## config.mk

```make
export PLATFORM = sky130hd
export DESIGN_NAME = wmmt_div
export DESIGN_NICKNAME = d
export VERILOG_FILES = /design/src/windowed_mean_min_max_tracker_assert.svh /design/src/wmmt_div.sv
export SDC_FILE = /design/constraint.sdc
export NUM_CORES = 1
export LEC_CHECK = 0
export BUFFER_PORTS_ARGS = -buffer_cell sky130_fd_sc_hd__clkbuf_2
export CAP_MARGIN = 40
export CORE_MARGIN = 2
export CORE_UTILIZATION = 60
export DETAILED_ROUTE_END_ITERATION = 10
export GPL_TIMING_DRIVEN = 0
export PLACE_DENSITY = 0.89
export REMOVE_ABC_BUFFERS = 1
export SLEW_MARGIN = 40
export SYNTH_ARGS = -nofsm -noshare
export SYNTH_HDL_FRONTEND = slang
export SYNTH_SLANG_ARGS = --single-unit
```

## constraint.sdc

```tcl
create_clock -name clk_i -period 4.5 [get_ports clk_i]
set_input_delay 0.225 -clock clk_i [delete_from_list [all_inputs] [get_ports clk_i]]
set_output_delay 0.225 -clock clk_i [all_outputs]
set_load 0.1 [all_outputs]
```

## src/windowed_mean_min_max_tracker_assert.svh

```systemverilog
// ----------------------------------------------------------------------------
// Assertion macros for the windowed mean / min / max tracker
// Clocked on clk_i, disabled while rst_ni is low.
// ----------------------------------------------------------------------------
`ifndef WINDOWED_MEAN_MIN_MAX_TRACKER_ASSERT_SVH
`define WINDOWED_MEAN_MIN_MAX_TRACKER_ASSERT_SVH

// Invariant that holds at every clock edge.
`define WMMT_ASSERT(name, prop, msg) \
  name: assert property (@(posedge clk_i) disable iff (!rst_ni) (prop)) else $error(msg);

// Same-cycle implication.
`define WMMT_ASSERT_IMPL(name, ante, cons, msg) \
  name: assert property (@(posedge clk_i) disable iff (!rst_ni) (ante) |-> (cons)) else $error(msg);

`endif

```

## src/wmmt_div.sv

```systemverilog
// ----------------------------------------------------------------------------
// wmmt_div
// Bit-serial signed-by-unsigned divider, quotient truncated toward zero.
// ----------------------------------------------------------------------------
module wmmt_div #(
  parameter int unsigned DVD_W = 24,
  parameter int unsigned DVS_W = 9
) (
  input  logic                    clk_i,
  input  logic                    rst_ni,
  input  logic                    start_i,
  input  logic signed [DVD_W-1:0] dividend_i,
  input  logic        [DVS_W-1:0] divisor_i,
  output logic                    done_o,
  output logic signed [DVD_W-1:0] quotient_o
);

  localparam int unsigned CNT_W = $clog2(DVD_W + 1);

  logic             busy_q, done_q;
  logic [CNT_W-1:0] cnt_q;
  logic [DVD_W-1:0] quo_q;
  logic [DVS_W-1:0] rem_q, dvs_q;
  logic             neg_q;

  logic [DVD_W-1:0] mag;
  logic [DVS_W:0]   trial, diff;
  logic             fits;

  assign mag   = dividend_i[DVD_W-1] ? (~dividend_i + 1'b1) : dividend_i;
  assign trial = {rem_q, quo_q[DVD_W-1]};
  assign diff  = trial - {1'b0, dvs_q};
  assign fits  = (trial >= {1'b0, dvs_q});

  always_ff @(posedge clk_i or negedge rst_ni) begin
    if (!rst_ni) begin
      busy_q <= 1'b0;
      done_q <= 1'b0;
      cnt_q  <= '0;
    end else if (start_i) begin
      busy_q <= 1'b1;
      done_q <= 1'b0;
      cnt_q  <= CNT_W'(DVD_W);
    end else if (busy_q) begin
      cnt_q <= cnt_q - 1'b1;
      if (cnt_q == CNT_W'(1)) begin
        busy_q <= 1'b0;
        done_q <= 1'b1;
      end
    end else begin
      done_q <= 1'b0;
    end
  end

  // One quotient bit per cycle: shift in, try subtract, keep if it fits.
  always_ff @(posedge clk_i) begin
    if (start_i) begin
      quo_q <= mag;
      rem_q <= '0;
      dvs_q <= divisor_i;
      neg_q <= dividend_i[DVD_W-1];
    end else if (busy_q) begin
      rem_q <= fits ? diff[DVS_W-1:0] : trial[DVS_W-1:0];
      quo_q <= {quo_q[DVD_W-2:0], fits};
    end
  end

  assign done_o     = done_q;
  assign quotient_o = neg_q ? (~quo_q + 1'b1) : quo_q;

endmodule

```

==> results.sh <==
export IMPL_fmax_mhz=289.7
export IMPL_synth_xor_area_share_pct=12.77
export IMPL_cts_sinks=50
export IMPL_maxSlewViolCount=0
export IMPL_die_w_um=79.59
export IMPL_vias=2895
export IMPL_fp_dieH_um=79.59
export IMPL_setup_viol_count_final=0
export IMPL_clkTransAtPathRegs_ns=0.09
export IMPL_row_count=27
export IMPL_max_stage_delay_ns=0.62
export IMPL_antenna_found_initial=0
export IMPL_dp_slack_ns=1.391
export IMPL_slew_headroom_pct=47.92
export IMPL_place_congestion=0.8843
export IMPL_initial_core_util_pct=62.26
export IMPL_synth_cells=370
export IMPL_port_buffer_count=60
export IMPL_grt_overflow=0
export IMPL_synthArstFlopShare_pct=14.00
export IMPL_synth_mux_area_share_pct=2.117
export IMPL_firstDrtPassIters=4
export IMPL_setup_tns_ns=0
export IMPL_n_antenna_cell=0
export IMPL_grt_pass1_vias=2668
export IMPL_ys_ff_latch=50
export IMPL_setup_ws_ns=1.048
export IMPL_drc_errors=0
export IMPL_detail_route_antenna_nets=0
export IMPL_crit_required_ns=4.28
export IMPL_hold_violations=0
export IMPL_area_delta_synth_final_pct=12.88
export IMPL_cp_max_fo=6
export IMPL_avgRoutedWirePerCell_um=14.12
export IMPL_p_clk_share_pct=19.9
export IMPL_cpMaxStageDelayCell="or4_1"
export IMPL_wl_um=6974
export IMPL_synth_compound_area_share_pct=17.19
export IMPL_synthAdderAreaFrac_pct=5.328
export IMPL_drtIter0Drc=138
export IMPL_ios=61
export IMPL_seq_power_share_pct=39.8
export IMPL_crit_type="flop to primary output"
export IMPL_crit_arrival_ns=3.23
export IMPL_hold_class="input pin to flop"
export IMPL_grt_max_degree=71
export IMPL_cp_start_kind="flop"
export IMPL_die_area_mm2=0.006335
export IMPL_power_switching_uw=662.7
export IMPL_synth_main_ff_cell="edfxtp_1"
export IMPL_p_per_area_mw_per_mm2=384.4
export IMPL_max_cap_violations=0
export IMPL_layout_drive_gt1_share_pct=18.96
export IMPL_synth_area_leaders="edfxtp_1, xnor2_1, dfxtp_1, dfrtp_1, xor2_1"
export IMPL_cts_inserted_buffers=5
export IMPL_tightest_slew_ns=0.7796
export IMPL_period_needed_ns=3.452
export IMPL_ys_types=52
export IMPL_path_cells="or4_4 -> or4_1 -> or3_4 -> o41ai_2 -> xnor2_1 -> clkbuf_2"
export IMPL_clk_latency_ns=0.31
export IMPL_synth_area_mm2=0.003428
export IMPL_htree_levels=2
export IMPL_finalClockSkew_ns=0.004727
export IMPL_yosysMostFrequentCell="edfxtp_1"
export IMPL_p_leak_uw=0.001578
export IMPL_end_kind="primary output"
export IMPL_timing_final_crit_share_pct=76.72
export IMPL_p_int_uw=824.8
export IMPL_yosys_area_top_type="edfxtp_1"
export IMPL_synth_top_family_by_area="simple AND/OR/NAND/NOR gates"
export IMPL_grtUsageTotal_pct=23.91
export IMPL_layout_nets=471
export IMPL_status="finished clean"
export IMPL_dp_hpwl_um=5263
export IMPL_synth_seq_area_share_pct=40.15
export IMPL_peakVddDrop_v=0.0002619
export IMPL_switching_share_pct=44.55
export IMPL_ys_warnings_count=0
export IMPL_core_area_mm2=0.005507
export IMPL_synth_common_cells="edfxtp_1, nor2_1, xnor2_1"
export IMPL_p_comb_share_pct=40.4
export IMPL_synth_top_area_share_pct=29.78
export IMPL_cts_tree="done"
export IMPL_syn_avg_cell_area_um2=9.266
export IMPL_synth_simple_area_share_pct=18.03
export IMPL_synth_edf_count=34
export IMPL_viasPerCell=5.860
export IMPL_rsz0062_at_grt="no"
export IMPL_cts_max_path_buffers=2
export IMPL_grt_pass1_wl_um=12070
export IMPL_cts_root_buf="clkbuf_8"
[cells in the final DEF, fill, tap and decap left out, types with 4 or more instances in the layout]
master | Yosys | layout
clkbuf_2 | 0 | 59
edfxtp_1 | 34 | 34
nor2_1 | 33 | 33
xnor2_1 | 30 | 30
a21oi_1 | 28 | 28
nand2_1 | 25 | 25
inv_1 | 22 | 21
xor2_1 | 20 | 20
o21ai_0 | 18 | 18
o31ai_1 | 15 | 15
ha_1 | 13 | 13
nand2b_1 | 9 | 9
nand3_1 | 9 | 9
dfxtp_1 | 9 | 9
nor3_1 | 7 | 7
dfrtp_1 | 7 | 7
or4_1 | 6 | 6
or3_1 | 5 | 5
o41ai_1 | 5 | 5
mux2i_1 | 5 | 5
a21o_1 | 5 | 5
clkbuf_8 | 0 | 5
nor4_1 | 4 | 4
or2_2 | 4 | 4
[cell type report]
type,instances,area [µm²]
clock inverters,2,13.76
fillers,435,1637
repair buffers,61,312.8
inverters,22,82.58
clock buffers,6,93.84
multi-input cells,281,1901
well taps,72,90.09
flip-flops and latches,50,1376
[cell families (layout without fill, tap and decap cells)]
logic type / count (synthesis) / in the layout
and+or+nand+nor: 120 / 120
AOI/OAI and AO/OA: 90 / 90
xor gates and xnor gates: 50 / 50
DFF: 50 / 50
buffers and inverters: 39 / 91
adders and majority gates: 14 / 14
muxes: 7 / 7
[critical path: cells and delay by family, from the launching register on]
| family | cells | cell delay (ns) |
|---|---|---|
| xor+xnor | 1 | 0.15 |
| buf+inv | 1 | 0.47 |
| compound gates | 1 | 0.25 |
| simple gates | 3 | 1.57 |
| flops | 1 | 0.46 |
[registers in the layout, summed over array words and instances, names as in the netlist]
name and count:
dvs_q 9, busy_q 1, neg_q 1, quo_q 24
rem_q 9, cnt_q 5, done_o 1
[per-stage QoR]
step | instances | hold slack, ns | util, % | cell area [µm²] | power (µW)
floorplan | 353 | -0.07059 | - | 3359 | 1083
global placement | 485 | 0.06885 | 68.10 | 3750 | 1189
detailed placement | 485 | 0.07214 | 68.14 | 3752 | 1201
CTS | 494 | 0.07720 | 70.28 | 3870 | 1494
global route | 494 | 0.06851 | 70.28 | 3870 | 1554
finish | 494 | 0.08704 | 70.28 | 3870 | 1488
[power by group through the flow]
stage	sequential [µW]	combinational, µW	clock (µW)
CTS	591	602	301
finish	592	600	295
floorplan	593	490	0
detailed placement	602	600	0
global route	600	635	319
global placement	599	590	0
[worst paths after layout]
check,start,to,slack (ns),cells after the start
worst max-delay path,quo_q[5]$_DFFE_PP_,quotient_o[19],1.05,6
min in group asynchronous,rst_ni,cnt_q[2]$_DFFE_PN0P_,0.27,2
worst max register to register,quo_q[23]$_DFFE_PP_,rem_q[8]$_SDFFE_PP0P_,2.11,9
worst min-delay path,divisor_i[1],dvs_q[1]$_DFFE_PP_,0.09,1
worst min register to register,rem_q[1]$_SDFFE_PP0P_,rem_q[1]$_SDFFE_PP0P_,0.50,2
max in group asynchronous,rst_ni,cnt_q[1]$_DFFE_PN0P_,4.07,2
[what timing repair did]
action                                  in CTS  in global routing
buffers inserted                             0                  0
endpoints found under the setup margin       0                  0
hold endpoints to repair                     7                  0
hold buffers                                 1                  0
gates resized for setup                      0                  0
[layer usage]
layer  vias to the layer above  global-route usage [%]  routed length [µm]
met5                         -                       0                   0
met4                         0                   8.793                 108
met3                        10                   3.281                 356
met2                        83                   40.25                3463
met1                      1360                   31.34                3045
li1                       1442                       -                   -
No activity file was read; power rests on OpenSTA's default activity.
