**src/windowed_mean_min_max_tracker_assert.svh**
```systemverilog
// ----------------------------------------------------------------------------
// Assertion macros for the windowed mean / min / max tracker
// Clocked on clk_i, disabled while rst_ni is low.
// ----------------------------------------------------------------------------
`ifndef WINDOWED_MEAN_MIN_MAX_TRACKER_ASSERT_SVH
`define WINDOWED_MEAN_MIN_MAX_TRACKER_ASSERT_SVH

// Invariant that holds at every clock edge.
`define WMMT_ASSERT(name, prop, msg) \
  name: assert property (@(posedge clk_i) disable iff (!rst_ni) (prop)) else $error(msg);

// Same-cycle implication.
`define WMMT_ASSERT_IMPL(name, ante, cons, msg) \
  name: assert property (@(posedge clk_i) disable iff (!rst_ni) (ante) |-> (cons)) else $error(msg);

`endif

```
**src/wmmt_store.sv**
```systemverilog
// ----------------------------------------------------------------------------
// wmmt_store
// Sample window memory: one write port, one read port, registered read data.
// ----------------------------------------------------------------------------
module wmmt_store #(
  parameter  int unsigned DEPTH = 256,
  parameter  int unsigned DW    = 16,
  localparam int unsigned AW    = $clog2(DEPTH)
) (
  input  logic          clk_i,
  input  logic          wr_en_i,
  input  logic [AW-1:0] wr_addr_i,
  input  logic [DW-1:0] wr_data_i,
  input  logic          rd_en_i,
  input  logic [AW-1:0] rd_addr_i,
  output logic [DW-1:0] rd_data_o
);

  logic [DW-1:0] mem [DEPTH];
  logic [DW-1:0] rd_data_q;

  always_ff @(posedge clk_i) begin
    if (wr_en_i) begin
      mem[wr_addr_i] <= wr_data_i;
    end
  end

  always_ff @(posedge clk_i) begin
    if (rd_en_i) begin
      rd_data_q <= mem[rd_addr_i];
    end
  end

  assign rd_data_o = rd_data_q;

endmodule

```
**config.mk**
```make
export PLATFORM = sky130hd
export DESIGN_NAME = wmmt_store
export DESIGN_NICKNAME = d
export VERILOG_FILES = /design/src/windowed_mean_min_max_tracker_assert.svh /design/src/wmmt_store.sv
export SDC_FILE = /design/constraint.sdc
export NUM_CORES = 2
export LEC_CHECK = 0
export BUFFER_PORTS_ARGS = -buffer_cell sky130_fd_sc_hd__buf_2
export CAP_MARGIN = 5
export CORE_UTILIZATION = 60
export CTS_CLUSTER_SIZE = 10
export DETAILED_ROUTE_END_ITERATION = 10
export MAX_ROUTING_LAYER = met4
export PLACE_DENSITY = 0.77
export SLEW_MARGIN = 20
export SYNTH_ARGS = -nofsm -noshare
export SYNTH_HDL_FRONTEND = slang
export SYNTH_SLANG_ARGS = --single-unit
```
**constraint.sdc**
```tcl
create_clock -name clk_i -period 7.3 [get_ports clk_i]
set_input_delay 1.46 -clock clk_i [delete_from_list [all_inputs] [get_ports clk_i]]
set_output_delay 1.46 -clock clk_i [all_outputs]
set_load 0.02 [all_outputs]
```
==> run_summary.xml <==
<?xml version="1.0" encoding="UTF-8"?>
<metrics>
  <group name="run_status">
    <metric name="status" unit="">finished, final reports clean</metric>
  </group>
  <group name="timing">
    <metric name="timing.fmax" unit="MHz">213</metric>
    <metric name="setup-tns-final" unit="ns">0</metric>
    <metric name="worstMarginPinSlew" unit="ns">1.34</metric>
    <metric name="worst_slew_margin_rel" unit="%">10.5</metric>
    <metric name="finalCriticalPeriod" unit="ns">4.69</metric>
    <metric name="setup_repair_after_global_routing_missed_its_margin" unit="">no</metric>
    <metric name="postLayoutSetupSlackWorst" unit="ns">2.61</metric>
    <metric name="final.period_utilization" unit="%">64.3</metric>
    <metric name="slew_violations" unit="">0</metric>
    <metric name="holdWs" unit="ns">0.952</metric>
    <metric name="finalSetupViolations" unit="">0</metric>
    <metric name="worst_clock_skew" unit="ns">0.0760</metric>
    <metric name="finalHoldViolations" unit="">0</metric>
  </group>
  <group name="place">
    <metric name="pre_cts_slack" unit="ns">1.80</metric>
    <metric name="numPortBuffers" unit="">50</metric>
    <metric name="placed_cells" unit="">10900</metric>
    <metric name="dp_hpwl" unit="µm">228000</metric>
    <metric name="gpl.final_weighted_congestion" unit="">0.933</metric>
    <metric name="placed_area" unit="µm²">165000</metric>
  </group>
  <group name="detailed_routing">
    <metric name="via_per_inst" unit="">7.13</metric>
    <metric name="drt-wirelength-per-cell" unit="µm">36.5</metric>
    <metric name="detail_route.iter0.violations" unit="">12800</metric>
    <metric name="drt_wl_total" unit="µm">416000</metric>
    <metric name="final_antenna_net_count" unit="">0</metric>
    <metric name="first_pass_iteration_count_of_the_detailed_router" unit="">8</metric>
    <metric name="drc_errors" unit="">0</metric>
    <metric name="vias" unit="">81100</metric>
  </group>
  <group name="final_layout">
    <metric name="drive_above_1_share" unit="%">23.5</metric>
    <metric name="final-instance-count-excl-fill" unit="">11400</metric>
    <metric name="final.fill_count" unit="">15400</metric>
    <metric name="fin_nets" unit="">7836</metric>
    <metric name="postLayoutCellArea" unit="µm²">176000</metric>
    <metric name="area_growth_syn_to_layout" unit="%">11.1</metric>
  </group>
  <group name="power">
    <metric name="leakage_component_of_the_power" unit="nW">55.9</metric>
    <metric name="peakVddDrop" unit="mV">0.272</metric>
    <metric name="power_density" unit="nW/µm²">272</metric>
  </group>
  <group name="synthesis">
    <metric name="yosys_most_used_dff" unit="">sky130_fd_sc_hd__edfxtp_1</metric>
    <metric name="synth_area_leader_cell" unit="">sky130_fd_sc_hd__edfxtp_1</metric>
    <metric name="synth.yosys.seq_area_share" unit="%">77.7</metric>
    <metric name="yosysWarnings" unit="">0</metric>
    <metric name="netlist_area" unit="µm²">159000</metric>
    <metric name="cell_types_with_the_largest_area_share_after_synthesis" unit="">sky130_fd_sc_hd__edfxtp_1 78%, sky130_fd_sc_hd__mux4_2 11%, sky130_fd_sc_hd__mux2i_1 3.6%</metric>
    <metric name="synth.lib_cells_used.distinct" unit="">51</metric>
    <metric name="yosys.area.top_type_share" unit="%">77.7</metric>
    <metric name="synth-async-reset-ratio" unit="%">0</metric>
    <metric name="syn_avg_cell_area" unit="µm²">21.6</metric>
    <metric name="total_nets_after_synthesis" unit="">7395</metric>
    <metric name="syn_inst" unit="">7360</metric>
    <metric name="synth.ff_latch_count" unit="">4112</metric>
    <metric name="synth_enable_flop_cells" unit="">4112</metric>
  </group>
  <group name="clock_tree">
    <metric name="postCtsResizedCells" unit="">0</metric>
    <metric name="clkLatencyLatePin" unit="ns">0.94</metric>
    <metric name="cts-buffers-inserted" unit="">454</metric>
    <metric name="clkSinkCount" unit="">4112</metric>
    <metric name="cts_setup_buffers" unit="">0</metric>
    <metric name="cts-root-to-sink-buffers" unit="">4</metric>
    <metric name="cts.hold.buffers_added" unit="">0</metric>
    <metric name="clk_pin_slew_worst_paths" unit="ns">0.05</metric>
    <metric name="cts_tree" unit="">yes</metric>
    <metric name="maximum_level_of_the_cts_h_tree" unit="">5</metric>
    <metric name="clock-root-buffer" unit="">sky130_fd_sc_hd__clkbuf_16</metric>
  </group>
  <group name="global_routing">
    <metric name="antenna_found_initial" unit="">25</metric>
    <metric name="gr-usage-all-layers" unit="%">32.3</metric>
    <metric name="grt_start_max_net_pins" unit="">194</metric>
    <metric name="first_global_vias" unit="">80700</metric>
    <metric name="grt_first_pass_wirelength" unit="µm">587000</metric>
    <metric name="grt-ovfl-total" unit="">0</metric>
  </group>
  <group name="critical_path">
    <metric name="required" unit="ns">7.92</metric>
    <metric name="worstSetupPathType" unit="">in2reg</metric>
    <metric name="worst_path_maximum_fanout" unit="">85</metric>
    <metric name="crit_path_end_kind" unit="">flop</metric>
    <metric name="wp_data_arrival" unit="ns">5.31</metric>
    <metric name="critPathLaunchType" unit="">input pin</metric>
  </group>
  <group name="job">
    <metric name="max_cap_violations" unit="">0</metric>
  </group>
  <group name="die">
    <metric name="number_of_standard_cell_rows_in_the_floorplan" unit="">188</metric>
    <metric name="initial_core_util" unit="%">60.5</metric>
    <metric name="fp.dieArea" unit="µm²">267000</metric>
    <metric name="die_width" unit="µm">517</metric>
    <metric name="floorplan.io_pins" unit="">51</metric>
    <metric name="die_height" unit="µm">517</metric>
    <metric name="placeable_core_region" unit="µm²">263000</metric>
  </group>
  <group name="min_path">
    <metric name="hold_class" unit="">in2reg</metric>
  </group>
</metrics>
## layout make-up
type	instances	area (µm²)	share of cell area, %
Clock inverter	23	398	0.225
Inverter	4	27.5	0.0156
Timing Repair Buffer	437	3820	2.16
Tap cell	3515	4400	2.49
Antenna cell	23	57.6	0.0326
Sequential cell	4112	123000	70.0
Multi-Input combinational cell	2792	32900	18.6
Clock buffer	464	11400	6.48
## critical path, stage by stage
cell and delay, ns:
sky130_fd_sc_hd__buf_4 0.26, sky130_fd_sc_hd__inv_8 0.67, sky130_fd_sc_hd__buf_12 0.39, sky130_fd_sc_hd__mux4_2 0.58, sky130_fd_sc_hd__a22o_1 0.40, sky130_fd_sc_hd__o32ai_1 1.03, sky130_fd_sc_hd__nor4_1 0.18
## cell families after synthesis
group	count (synthesis)	share of synthesized area [%]
and+or+nand+nor	556	1.57
muxes	1450	15.5
buffers and inverters	456	1.69
AOI/OAI and AO/OA	786	3.53
DFF	4112	77.7
## worst paths after layout
kind	slack, ns	startpoint	depth (start not counted)	end
worst min-delay path	0.95	wr_data_i[12]	1	mem[231][12]
worst min register to register	1.14	mem[216][4]	5	rd_data_o[4]
worst max register to register	3.82	mem[130][7]	6	rd_data_o[7]
worst max-delay path	2.61	rd_addr_i[3]	7	rd_data_o[14]
## report_power, final
group	internal [mW]	switching (mW)	total (mW)
Combinational	0.784	1.57	2.36
Clock	11.0	8.50	19.5
Sequential	26.1	0.0304	26.1
## state kept, by name (all words and copies together), names as in the netlist
register,cells
mem,4096
rd_data_o,16
## synthesized netlist by cell type (26+ instances only)
master / count
sky130_fd_sc_hd__edfxtp_1: 4112
sky130_fd_sc_hd__mux4_2: 797
sky130_fd_sc_hd__mux2i_1: 565
sky130_fd_sc_hd__nor2_1: 304
sky130_fd_sc_hd__o221ai_1: 252
sky130_fd_sc_hd__clkbuf_1: 230
sky130_fd_sc_hd__a21oi_1: 175
sky130_fd_sc_hd__o22ai_1: 148
sky130_fd_sc_hd__nor3_1: 92
sky130_fd_sc_hd__mux2_2: 88
sky130_fd_sc_hd__buf_6: 77
sky130_fd_sc_hd__buf_2: 76
sky130_fd_sc_hd__a22oi_1: 43
sky130_fd_sc_hd__nand2_1: 38
sky130_fd_sc_hd__o21ai_0: 37
sky130_fd_sc_hd__nand3_1: 35
sky130_fd_sc_hd__a22o_1: 32
sky130_fd_sc_hd__a221oi_1: 28
sky130_fd_sc_hd__buf_1: 27
sky130_fd_sc_hd__buf_4: 26
sky130_fd_sc_hd__nand4_1: 26
## layer usage
metal | global-route usage, % | share of wire [%] | up-vias
met2 | 48.5 | 48 | 6246
met5 | - | 0 | -
met1 | 42.3 | 35 | 41900
met4 | 14.9 | 5.1 | 0
met3 | 7.69 | 13 | 1096
li1 | - | - | 31900
## through the flow
step                      total power [mW]  utilization [%]
after floorplan                       27.9                -
after global placement                28.8             62.6
final                                 47.9             67.2
after CTS                             48.0             67.1
after detailed placement              28.9             62.6
after global routing                  48.9             67.2
## placed cells by master (no fill, tap or decap), types with 29 or more instances in the layout
| cell | count |
|---|---|
| sky130_fd_sc_hd__o22ai_1 | 148 |
| sky130_fd_sc_hd__buf_12 | 38 |
| sky130_fd_sc_hd__o21ai_0 | 35 |
| sky130_fd_sc_hd__nand2_1 | 37 |
| sky130_fd_sc_hd__buf_4 | 351 |
| sky130_fd_sc_hd__mux4_2 | 797 |
| sky130_fd_sc_hd__mux2i_1 | 565 |
| sky130_fd_sc_hd__buf_2 | 29 |
| sky130_fd_sc_hd__nand3_1 | 29 |
| sky130_fd_sc_hd__a22o_1 | 32 |
| sky130_fd_sc_hd__a22oi_1 | 43 |
| sky130_fd_sc_hd__mux2_2 | 88 |
| sky130_fd_sc_hd__o221ai_1 | 252 |
| sky130_fd_sc_hd__nor3_1 | 89 |
| sky130_fd_sc_hd__edfxtp_1 | 4112 |
| sky130_fd_sc_hd__a21oi_1 | 175 |
| sky130_fd_sc_hd__nor2_1 | 285 |
| sky130_fd_sc_hd__clkbuf_16 | 456 |
Power figures use the tool's default switching activity.
